$ cat src/rtl/core/positional_array_list_macros.svh
// Assertion macros for the positional array list core.
// Included by the top level only; no other dependencies.
`ifndef POSITIONAL_ARRAY_LIST_MACROS_SVH
`define POSITIONAL_ARRAY_LIST_MACROS_SVH
`ifndef SYNTHESIS
`define PAL_ASSERT_NOW(label, clk, rst_n, ante, cons) \
    label: assert property (@(posedge clk) disable iff (!rst_n) (ante) |-> (cons)) \
        else $error("pal assertion failed");
`define PAL_ASSERT_NEXT(label, clk, rst_n, ante, cons) \
    label: assert property (@(posedge clk) disable iff (!rst_n) (ante) |=> (cons)) \
        else $error("pal assertion failed");
`else
`define PAL_ASSERT_NOW(label, clk, rst_n, ante, cons)
`define PAL_ASSERT_NEXT(label, clk, rst_n, ante, cons)
`endif
`endif

$ cat src/rtl/core/pal_pkg.sv
// Shared types and constants for the positional array list core.
// Used by the controller, the datapath and the top level.
`default_nettype none
package pal_pkg;

    localparam int SLOTS   = 16;
    localparam int IDX_W   = (SLOTS > 1) ? $clog2(SLOTS) : 1;
    localparam int LEN_W   = ($clog2(SLOTS + 1) > 5) ? $clog2(SLOTS + 1) : 5;
    localparam int POS_W   = 8;
    localparam int CMP_W   = (LEN_W > POS_W) ? LEN_W : POS_W;
    localparam int WORD_W  = 32;
    localparam int OUTLEN_W = 5;

    typedef enum logic [2:0] {
        OP_INS_FRONT = 3'd0,
        OP_INS_REAR  = 3'd1,
        OP_INS_AT    = 3'd2,
        OP_UPD_AT    = 3'd3,
        OP_RD_AT     = 3'd4,
        OP_DEL_FRONT = 3'd5,
        OP_DEL_REAR  = 3'd6,
        OP_DEL_AT    = 3'd7
    } t_op;

    typedef enum logic {
        ST_IDLE = 1'b0,
        ST_EXEC = 1'b1
    } t_state;

    typedef struct packed {
        logic load;
        logic exec;
    } t_cmd;

endpackage
`default_nettype wire

$ cat src/rtl/core/pal_ctrl.sv
// Controller for the positional array list core.
// Depends on pal_pkg for the state and command types.
`default_nettype none
module pal_ctrl (
    input  wire logic         i_clk,
    input  wire logic         i_rst_n,
    input  wire logic         i_start,
    output logic              o_busy,
    output pal_pkg::t_cmd     o_cmd
);
    import pal_pkg::*;

    t_state r_state;
    t_state n_state;

    always_ff @(posedge i_clk) begin
        if (!i_rst_n) begin
            r_state <= ST_IDLE;
        end else begin
            r_state <= n_state;
        end
    end

    always_comb begin
        n_state    = r_state;
        o_busy     = 1'b0;
        o_cmd.load = 1'b0;
        o_cmd.exec = 1'b0;
        unique case (r_state)
            ST_IDLE: begin
                if (i_start) begin
                    o_cmd.load = 1'b1;
                    n_state    = ST_EXEC;
                end
            end
            ST_EXEC: begin
                o_busy     = 1'b1;
                o_cmd.exec = 1'b1;
                n_state    = ST_IDLE;
            end
            default: begin
                n_state = ST_IDLE;
            end
        endcase
    end

endmodule
`default_nettype wire

$ cat src/rtl/core/pal_dpath.sv
// Datapath for the positional array list core: slot cells, length and result registers.
// Depends on pal_pkg for sizes, the operation codes and the command struct.
`default_nettype none
module pal_dpath (
    input  wire logic                          i_clk,
    input  wire logic                          i_rst_n,
    input  wire pal_pkg::t_cmd                 i_cmd,
    input  wire logic [2:0]                    i_op,
    input  wire logic signed [pal_pkg::WORD_W-1:0] i_value_in,
    input  wire logic [pal_pkg::POS_W-1:0]     i_position,
    output logic                               o_valid,
    output logic signed [pal_pkg::WORD_W-1:0]  o_read_value,
    output logic                               o_done_ok,
    output logic [pal_pkg::OUTLEN_W-1:0]       o_length_now,
    output logic                               o_is_full,
    output logic                               o_is_empty
);
    import pal_pkg::*;

    t_op                 r_op;
    logic [WORD_W-1:0]   r_value;
    logic [POS_W-1:0]    r_pos;
    logic [WORD_W-1:0]   r_slot [SLOTS];
    logic [WORD_W-1:0]   n_slot [SLOTS];
    logic [WORD_W-1:0]   up_src [SLOTS];
    logic [WORD_W-1:0]   dn_src [SLOTS];
    logic [LEN_W-1:0]    r_len;
    logic [LEN_W-1:0]    n_len;
    logic [WORD_W-1:0]   r_rd;
    logic [WORD_W-1:0]   n_rd;
    logic                r_ok;
    logic                n_ok;
    logic                r_valid;

    logic [CMP_W-1:0]    len_c;
    logic [CMP_W-1:0]    pos_c;
    logic [CMP_W-1:0]    at;
    logic                ins_en;
    logic                del_en;
    logic                upd_en;

    // Each cell sees its lower and upper neighbor for the up and down shifts.
    for (genvar g = 0; g < SLOTS; g++) begin : g_nbr
        if (g > 0) begin : g_up
            assign up_src[g] = r_slot[g-1];
        end else begin : g_up0
            assign up_src[g] = r_slot[g];
        end
        if (g < SLOTS - 1) begin : g_dn
            assign dn_src[g] = r_slot[g+1];
        end else begin : g_dnl
            assign dn_src[g] = r_slot[g];
        end
    end

    always_comb begin
        len_c  = CMP_W'(r_len);
        pos_c  = CMP_W'(r_pos);
        at     = '0;
        ins_en = 1'b0;
        del_en = 1'b0;
        upd_en = 1'b0;
        n_rd   = '1;
        unique case (r_op)
            OP_INS_FRONT: begin
                at     = '0;
                ins_en = (len_c < CMP_W'(SLOTS));
            end
            OP_INS_REAR: begin
                at     = len_c;
                ins_en = (len_c < CMP_W'(SLOTS));
            end
            OP_INS_AT: begin
                at     = (pos_c > len_c) ? len_c : pos_c;
                ins_en = (len_c < CMP_W'(SLOTS));
            end
            OP_UPD_AT: begin
                at     = pos_c;
                upd_en = (pos_c < len_c);
            end
            OP_RD_AT: begin
                at = pos_c;
                if (pos_c < len_c) begin
                    n_rd = r_slot[r_pos[IDX_W-1:0]];
                end
            end
            OP_DEL_FRONT: begin
                at     = '0;
                del_en = (len_c != '0);
            end
            OP_DEL_REAR: begin
                // Wraps on an empty list, but the delete is refused then.
                at     = len_c - CMP_W'(1);
                del_en = (len_c != '0);
            end
            OP_DEL_AT: begin
                at     = pos_c;
                del_en = (len_c != '0) && (pos_c < len_c);
            end
            default: begin
                at = '0;
            end
        endcase
        n_ok = ins_en || del_en || upd_en || ((r_op == OP_RD_AT) && (pos_c < len_c));

        n_len = r_len;
        if (ins_en) begin
            n_len = r_len + LEN_W'(1);
        end else if (del_en) begin
            n_len = r_len - LEN_W'(1);
        end

        for (int i = 0; i < SLOTS; i++) begin
            n_slot[i] = r_slot[i];
            if (ins_en) begin
                if (CMP_W'(i) == at) begin
                    n_slot[i] = r_value;
                end else if ((CMP_W'(i) > at) && (CMP_W'(i) <= len_c)) begin
                    n_slot[i] = up_src[i];
                end
            end else if (del_en) begin
                if ((CMP_W'(i) >= at) && (CMP_W'(i + 1) < len_c)) begin
                    n_slot[i] = dn_src[i];
                end
            end else if (upd_en && (CMP_W'(i) == at)) begin
                n_slot[i] = r_value;
            end
        end
    end

    always_ff @(posedge i_clk) begin
        if (i_cmd.load) begin
            r_op    <= t_op'(i_op);
            r_value <= i_value_in;
            r_pos   <= i_position;
        end
        if (i_cmd.exec) begin
            r_slot <= n_slot;
            r_rd   <= n_rd;
            r_ok   <= n_ok;
        end
    end

    always_ff @(posedge i_clk) begin
        if (!i_rst_n) begin
            r_len   <= '0;
            r_valid <= 1'b0;
        end else begin
            r_valid <= i_cmd.exec;
            if (i_cmd.exec) begin
                r_len <= n_len;
            end
        end
    end

    assign o_valid      = r_valid;
    assign o_read_value = r_rd;
    assign o_done_ok    = r_ok;
    assign o_length_now = r_len[OUTLEN_W-1:0];
    assign o_is_full    = (r_len == LEN_W'(SLOTS));
    assign o_is_empty   = (r_len == '0);

endmodule
`default_nettype wire

$ cat src/rtl/core/positional_array_list.sv
// Top level of the positional array list core: a bounded ordered list of
// signed 32-bit words with insert, update, read and delete at a position.
// Depends on pal_pkg, pal_ctrl, pal_dpath and positional_array_list_macros.svh.
//
// Commands: drive i_op, i_value_in and i_position with start high; the item
// is taken at a rising edge where busy is low. busy is high for one cycle
// while the operation is applied to all slot cells at once.
// Results: o_valid is high for exactly one cycle, registered from the execute
// step, with o_read_value, o_done_ok, o_length_now, o_is_full and
// o_is_empty. The receiver cannot stall; each result must be taken then.
// An item's command is captured first, then the slot cells are updated; no
// new item is taken while busy is high. A new item can be accepted in the
// same cycle as the previous result is shown.
// Reset (synchronous, active low) empties the list and clears the control
// state; slot contents are not cleared and are only read after being written.
`default_nettype none
`include "positional_array_list_macros.svh"
module positional_array_list (
    input  wire logic                              i_clk,
    input  wire logic                              i_rst_n,
    input  wire logic                              start,
    output logic                                   busy,
    input  wire logic [2:0]                        i_op,
    input  wire logic signed [pal_pkg::WORD_W-1:0] i_value_in,
    input  wire logic [pal_pkg::POS_W-1:0]         i_position,
    output logic                                   o_valid,
    output logic signed [pal_pkg::WORD_W-1:0]      o_read_value,
    output logic                                   o_done_ok,
    output logic [pal_pkg::OUTLEN_W-1:0]           o_length_now,
    output logic                                   o_is_full,
    output logic                                   o_is_empty
);
    import pal_pkg::*;

    t_cmd cmd;

    pal_ctrl u_ctrl (
        .i_clk   (i_clk),
        .i_rst_n (i_rst_n),
        .i_start (start),
        .o_busy  (busy),
        .o_cmd   (cmd)
    );

    pal_dpath u_dpath (
        .i_clk        (i_clk),
        .i_rst_n      (i_rst_n),
        .i_cmd        (cmd),
        .i_op         (i_op),
        .i_value_in   (i_value_in),
        .i_position   (i_position),
        .o_valid      (o_valid),
        .o_read_value (o_read_value),
        .o_done_ok    (o_done_ok),
        .o_length_now (o_length_now),
        .o_is_full    (o_is_full),
        .o_is_empty   (o_is_empty)
    );

    // A result only follows the execute cycle.
    `PAL_ASSERT_NOW(a_valid_after_exec, i_clk, i_rst_n, o_valid, $past(busy))
    // An accepted item always enters the execute cycle, which lasts one cycle.
    `PAL_ASSERT_NEXT(a_accept_exec, i_clk, i_rst_n, start && !busy, busy)
    `PAL_ASSERT_NEXT(a_exec_one_cycle, i_clk, i_rst_n, busy, !busy && o_valid)
    // A refused operation leaves the length unchanged.
    `PAL_ASSERT_NOW(a_refused_keeps_len, i_clk, i_rst_n, o_valid && !o_done_ok,
        o_length_now == $past(o_length_now, 2))

endmodule
`default_nettype wire

$ cat config.mk
export PLATFORM = sky130hd
export DESIGN_NAME = positional_array_list
export DESIGN_NICKNAME = d
export VERILOG_FILES = /design/src/rtl/core/pal_pkg.sv /design/src/rtl/core/pal_ctrl.sv /design/src/rtl/core/pal_dpath.sv /design/src/rtl/core/positional_array_list.sv
export VERILOG_INCLUDE_DIRS = /design/src /design/src/rtl/core
export SDC_FILE = /design/constraint.sdc
export NUM_CORES = 2
export LEC_CHECK = 0
export ABC_CLOCK_PERIOD_IN_PS = 11200
export BUFFER_PORTS_ARGS = -buffer_cell sky130_fd_sc_hd__buf_2
export CAP_MARGIN = 30
export CORE_ASPECT_RATIO = 0.6
export CORE_UTILIZATION = 26
export CTS_CLUSTER_DIAMETER = 50
export DETAILED_ROUTE_END_ITERATION = 8
export PLACE_DENSITY_LB_ADDON = 0.12
export RECOVER_POWER = 100
export SETUP_SLACK_MARGIN = 0.3
export SYNTH_ARGS = -nofsm -noshare
export SYNTH_HDL_FRONTEND = slang
export SYNTH_SLANG_ARGS = --single-unit
$ cat constraint.sdc
create_clock -name i_clk -period 11.2 [get_ports i_clk]
set_input_delay 1.12 -clock i_clk [delete_from_list [all_inputs] [get_ports i_clk]]
set_output_delay 1.12 -clock i_clk [all_outputs]
set_load 0.005 [all_outputs]
* Word-level counts from Yosys, hierarchy flattened
Cells that the tools add are included.
Storage, ports and cells: register bits after elaboration 595, bits of input ports 46, output and inout bits 42, logic and storage cells 350
Operators by class: $add $sub $neg 3, order comparisons 64, equality and inequality tests 55, multiplexer cells 108, bitwise operators 2, reductions and logical operators 94
Operator list (count):
- 32-bit 2-to-1 mux | 96
- 32-bit binary-select mux with 4-bit select | 1
- 4-bit by 8-bit equality test with 1-bit output (first input constant) | 8
- 4-bit by 8-bit greater-than comparator with 1-bit output (first input constant) | 8
- 4-bit AND reduction | 16
- 4-bit by 8-bit >= comparator with 1-bit output (first input constant) | 7
- 1-bit logical AND | 48
- 3-bit by 2-bit != test with 1-bit output (second input constant) | 15
- 3-bit != test (second input constant) | 15
- 3-bit nonzero test | 15
- 4-bit by 5-bit less-or-equal comparator with 1-bit output (first input constant) | 8
- 4-bit by 5-bit < comparator with 1-bit output (first input constant) | 8
- 8-bit one-hot mux with 5 select lines | 1
- 3-bit by 8-bit equality test with 1-bit output (first input constant) | 4
- 3-bit by 8-bit >= comparator with 1-bit output (first input constant) | 4
- 3-bit by 8-bit greater-than comparator with 1-bit output (first input constant) | 4
- 3-bit by 5-bit less-or-equal comparator with 1-bit output (first input constant) | 4
- 3-bit by 5-bit < comparator with 1-bit output (first input constant) | 4
- 2-bit by 8-bit equality test with 1-bit output (first input constant) | 2
- 1-bit by 8-bit >= comparator with 1-bit output (first input constant) | 2
- 2-bit by 8-bit >= comparator with 1-bit output (first input constant) | 2
- 2-bit by 8-bit greater-than comparator with 1-bit output (first input constant) | 2
- 3-bit equality test (second input constant) | 4
- 2-bit by 5-bit less-or-equal comparator with 1-bit output (first input constant) | 2
- other kinds (32) | 46

* Longest topological paths before layout
depth after elaboration 8, depth in mapped cells 16, mapped depth without buffers 10

* By module
From an unflattened synthesis, not the netlist that was laid out.
Second synthesis, totals: cell total of the unflattened synthesis 2712, area, all modules 33503.4 µm²
By module, submodules not included:
- pal_dpath | instances 1, cells an instance 2707, area an instance 33453.3 µm², sequential area each 17777.0 µm²
- pal_ctrl | instances 1, cells an instance 5, area an instance 50.0 µm², sequential area each 20.0 µm²

* Worst setup path after synthesis
No wires, ideal clock.
kind register to register, start reg u_dpath.r_pos[0], in the netlist u_dpath.pos_c[0], end reg u_dpath.r_slot (netlist bit u_dpath.dn_src[224]), enable pin, library setup time 0.594 ns, data arrival time 8.071 ns, data required time 10.606 ns, path slack 2.535 ns, stages on the path, launching flop included 13, path buffers 4, period minus slack after synthesis 8.665 ns, path through edfxtp_1 -> clkbuf_1 -> buf_2 -> buf_1 -> inv_1 -> ha_1 -> and3_4 -> a21oi_2 -> nor2_1 -> o32ai_2 -> buf_2 -> a21boi_0 -> a2111oi_0
Between the ends: longest elaborated chain between the ends 7, elaborated cells between the ends (all ways) 17, those cells by class order compare: 4; eq/ne: 3; mux: 4; reduce/logical: 6
Ends and longest elaborated chain:
- from (decl) | RTL line pal_dpath.sv:22 | logic [POS_W-1:0] r_pos;
- from (signal assigned) | RTL line pal_dpath.sv:135 | r_pos <= i_position;
- 8-bit by 5-bit greater-than comparator with 1-bit output | RTL line pal_dpath.sv:74 | at = (pos_c > len_c) ? len_c : pos_c;
- 8-bit 2-to-1 mux | RTL line pal_dpath.sv:74
- 8-bit one-hot mux with 5 select lines | RTL line pal_dpath.sv:64 | unique case (r_op)
- 4-bit by 8-bit greater-than comparator with 1-bit output, or another cell as far along | RTL line pal_dpath.sv:118 | end else if ((CMP_W'(i) > at) && (CMP_W'(i) <= len_c)) begin
- 1-bit logical AND, on equally long branches | RTL line pal_dpath.sv:118, pal_dpath.sv:122, pal_dpath.sv:125
- 3-bit != test (no line), or another cell as far along
- 4-bit AND reduction (no line) *
- to (signal assigned) | RTL line pal_dpath.sv:138 | r_slot <= n_slot;
- to (decl) | RTL line pal_dpath.sv:23 | logic [WORD_W-1:0] r_slot [SLOTS];
Mark *: on every way between the ends. The rest lies on a longest branch, timed or not. A chain may end at the register's enable or synchronous reset.

==> metrics.log <==
INFO  metric dp_hpwl = 81,700 um
INFO  metric design.portCount = 88
INFO  metric postCtsHoldBufs = 0
INFO  metric fin_setup_tns = 0 ps
INFO  metric avgSynthCellArea = 12.8 um2
INFO  metric switching_share = 30.1%
INFO  metric fraction_of_the_mapped_netlist_area_in_compound_gates = 16.8%
INFO  metric synth_largest_area_cell = sky130_fd_sc_hd__edfxtp_1
INFO  metric post-cts-setup-buffer-count = 0
INFO  metric final_antenna_net_count = 0
INFO  metric detailedRoute.firstIterationViolations = 3,866
INFO  metric detail_route.wl_per_cell = 34.6 um
INFO  metric yosys.cell_types.count = 85
INFO  metric critPathMostFrequentCell = sky130_fd_sc_hd__clkbuf_1
INFO  metric placedInstanceArea = 0.0365 mm2
INFO  metric drcViolationCount = 0
INFO  metric grt_pass1_vias = 26,300
INFO  metric clkLatencyLatePin = 680 ps
INFO  metric grt_max_degree = 196
INFO  metric violations = max-capacitance violations, max-slew violations
INFO  metric period_utilisation_layout = 76.4%
INFO  metric critical_path_class = register to register
INFO  metric relSlewSlack = -140%
INFO  metric ys_async_sr_fraction = 0%
INFO  metric fp-row-count = 102
INFO  metric clkSinkCount = 595
INFO  metric detail_route.wirelength = 151,000 um
INFO  metric hold_path_class = register to register
INFO  metric number_of_enable_type_register_cells_in_the_synthesized_netlist = 588
INFO  metric max_slew.worst_pin.slew = 3600 ps
INFO  metric synthDominantCellAreaShare = 51.9%
INFO  metric min_path_cells = 2
INFO  metric cp_cell_sequence = and2_0, nor3_2, clkbuf_1, buf_12, nor2_1, a21oi_4, clkbuf_1, o21ai_4, clkbuf_1, a221o_1
INFO  metric grt_antenna_before_repair = 3
INFO  metric final_design_area_no_fill = 0.0386 mm2
INFO  metric detailroute.wirelength.met2 = 60,400 um
INFO  metric sequentialPowerShare = 42.7%
INFO  metric die-width = 469 um
INFO  metric syn_inst = 2,653
INFO  metric via_per_inst = 6.21
INFO  metric hold_violations = 0
INFO  metric wl_met1 = 72,900 um
INFO  metric critPathLaunchType = register
INFO  metric p_leak = 13.2 nW
INFO  metric synth_top_flop_cell = sky130_fd_sc_hd__edfxtp_1
INFO  metric clk_root_buffer_cell = sky130_fd_sc_hd__clkbuf_16
INFO  metric max_cap_violations = 21
INFO  metric finalWeightedCongestion = 0.845
INFO  metric area_delta_synth_final = 13.5%
INFO  metric worst-path-buf-inv = 4
INFO  metric combined_area_of_all_synthesized_cells = 0.0340 mm2
INFO  metric regToRegSetupSlack = 2640 ps
INFO  metric postSynthRegisterBits = 595
INFO  metric launching_point_of_the_worst_reg2reg_path = u_dpath.r_op[1]
INFO  metric end_kind = register
INFO  metric clock_power_share = 39.8%
INFO  metric die-height = 282 um
INFO  metric cts_buffers = 72
INFO  metric synth-xor-area-share = 0.103%
INFO  metric sequential_share_of_the_synthesized_area = 52.3%
INFO  metric run_status = complete, but fails checks
INFO  metric synthSimpleGateAreaFrac = 12.5%
INFO  metric final_cells = 4,367
INFO  metric post_synth_fa_ha_maj_area_fraction = 0.537%
INFO  metric yosysWarningCount = 0
INFO  metric holdPathEnd = u_dpath.r_slot[494]
INFO  metric rsz_0062_raised_after_global_routing = no
INFO  metric final_period_minus_worst_setup_slack = 8560 ps
INFO  metric ys_top_cells_by_area = sky130_fd_sc_hd__edfxtp_1, sky130_fd_sc_hd__mux4_2, sky130_fd_sc_hd__a221o_1
INFO  metric synthesis.nets = 2,713
INFO  metric critical_path_peak_fanout = 176
INFO  metric placeableCoreArea = 0.129 mm2
INFO  metric worst_setup_path_startpoint = u_dpath.r_op[1]
INFO  metric final_worst_slack = 2640 ps
INFO  metric layout-drive-gt1-share = 19.1%
INFO  metric grt_pass1_wl = 212,000 um
INFO  metric num_vias = 27,100
INFO  metric dp_slack = 5290 ps
INFO  metric filler_cell_count = 13,000
INFO  metric clock-skew-final = 28.2 ps
INFO  metric setup-violations-final = 0
INFO  metric detailroute.wirelength.met3 = 14,300 um
INFO  metric min_from = u_dpath.dn_src[494]
INFO  metric worst_path_arrival = 8960 ps
INFO  metric cp_top_family = buffers and inverters
INFO  metric cts.clk_slew.worst_paths = 60 ps
INFO  metric cp_slowest_stage_delay = 2450 ps
INFO  metric cts_tree = yes
INFO  metric cts.htree.levels = 3
INFO  metric mux_cell_area_share_after_synthesis = 13.6%
INFO  metric fmaxAchievable = 117 MHz
INFO  metric dominant_combinational_cell_family_by_area_after_synthesis = compound AO/OA/AOI/OAI gates
INFO  metric drt-pass1-iter-count = 6
INFO  metric placed_cells = 4,235
INFO  metric grt_remaining_overflow = 0
INFO  metric intPower = 4.24 mW
INFO  metric timing_max_transition_violations_final = 545
INFO  metric powerDensity = 157 mW/mm2
INFO  metric initial_core_util = 26.3%
INFO  metric timing.critical_path.slowest_stage_cell = sky130_fd_sc_hd__clkbuf_1
INFO  metric nNetsFinal = 2,655
INFO  metric cts_repair_resize_count = 0
INFO  metric rr_endpoint = u_dpath.dn_src[89]
INFO  metric dieArea = 0.132 mm2
INFO  metric place.port_buffers = 87
INFO  metric worst-endpoint-required = 11,610 ps
INFO  metric power_frac_comb = 17.5%
INFO  metric gr-usage-all-layers = 22.4%
INFO  metric fin_worst_hold_slack = 579 ps
INFO  metric vdd.ir_drop.worst = 0.105 mV
INFO  metric topRoutingLayerUsed = met4
INFO  metric switching_power = 1.82 mW
INFO  metric cts.path.max_buffers = 3
INFO  metric r2r.worst_path.cells = 10
[metal layers]
metal | global-route usage [%] | up-vias
met2 | 30.3 | 1759
met4 | 5.34 | 0
met3 | 5.22 | 220
li1 | - | 10800
met5 | 0 | -
met1 | 35.1 | 14300
[final cells by class]
class,count,area (um2),area share (%)
antenna,2,5.00,0.0130
clock inverter,47,453,1.17
inverter,41,155,0.402
clock buffer,81,1880,4.86
multi-input combinational,1718,15100,39.1
sequential,595,17800,46.1
timing repair buffer,167,1080,2.79
tap,1716,2150,5.56
[cells by family after synthesis]
| logic type | after synthesis |
|---|---|
| AOI/OAI and AO/OA | 666 |
| xor gates and xnor gates | 4 |
| adders and majority gates | 14 |
| buffers and inverters | 340 |
| DFF | 595 |
| muxes | 257 |
| and+or+nand+nor | 777 |
[cells in the mapped netlist (all sizes together), types with 32 or more instances]
| master | instances |
|---|---|
| mux4 | 160 |
| clkbuf | 193 |
| and2 | 74 |
| o21ai | 137 |
| or2 | 32 |
| mux2i | 64 |
| inv | 40 |
| a221oi | 69 |
| and3 | 329 |
| nor3 | 43 |
| a22oi | 68 |
| edfxtp | 588 |
| nand2 | 157 |
| mux2 | 33 |
| nor2 | 88 |
| a221o | 320 |
| buf | 106 |
[metrics by stage]
stage	total power, mW	utilization [%]
CTS	6.10	30.0
global route	6.24	29.8
global placement	3.66	28.1
floorplan	3.25	-
finish	6.06	29.9
detailed placement	3.67	28.2
[layout by cell type, fill, tap and decap left out, drive strengths merged, types with 7 or more instances in the layout]
cell | synthesis | routed
a22oi | 68 | 68
dfxtp | 7 | 7
mux2 | 33 | 33
and2 | 74 | 74
nor2 | 88 | 88
o21ai | 137 | 137
mux4 | 160 | 160
or3 | 8 | 8
clkinv | 1 | 30
a21oi | 24 | 24
nand2 | 157 | 157
a221oi | 69 | 69
ha | 13 | 13
and3 | 329 | 329
nand4 | 7 | 7
edfxtp | 588 | 588
a221o | 320 | 320
mux2i | 64 | 64
buf | 106 | 109
inv | 40 | 48
nor3 | 43 | 43
or2 | 32 | 32
nor2b | 7 | 7
nand3 | 22 | 22
clkbuf | 193 | 139
[flip-flops by register name, summed over array words and instances (netlist names)]
register and cells:
u_dpath.r_op 3, u_dpath.o_length_now 5, u_dpath.pos_c 8, u_dpath.o_read_value 32, u_dpath.r_value 32, u_ctrl.r_state 1
u_dpath.dn_src 480, u_dpath.o_valid 1, u_dpath.r_slot 32, u_dpath.o_done_ok 1
[power by group through the flow]
stage	clock [mW]	combinational, mW	sequential (mW)
4_1_cts	2.47	1.05	2.58
5_1_grt	2.55	1.11	2.59
3_5_place_dp	0	1.04	2.63
2_1_floorplan	0	0.660	2.59
6_report	2.41	1.06	2.58
3_3_place_gp	0	1.03	2.63
[worst max path at each step]
stage / cells after the start / end
final: 10 / u_dpath.dn_src[89]
after global routing: 10 / u_dpath.r_slot[505]
after CTS: 12 / u_dpath.dn_src[251]
after detailed placement: 12 / u_dpath.dn_src[254]
after global placement: 11 / u_dpath.dn_src[209]
after floorplan: 12 / u_dpath.dn_src[224]
[worst reg2reg max path, stage by stage, from the launching register on]
cell                       delay [ps]
sky130_fd_sc_hd__edfxtp_1         610
sky130_fd_sc_hd__and2_0           400
sky130_fd_sc_hd__nor3_2           170
sky130_fd_sc_hd__clkbuf_1        2450
sky130_fd_sc_hd__buf_12           610
sky130_fd_sc_hd__nor2_1           290
sky130_fd_sc_hd__a21oi_4          170
sky130_fd_sc_hd__clkbuf_1        1370
sky130_fd_sc_hd__o21ai_4           70
sky130_fd_sc_hd__clkbuf_1        1350
sky130_fd_sc_hd__a221o_1          820
Note: power is estimated with default switching activity, not from simulation.
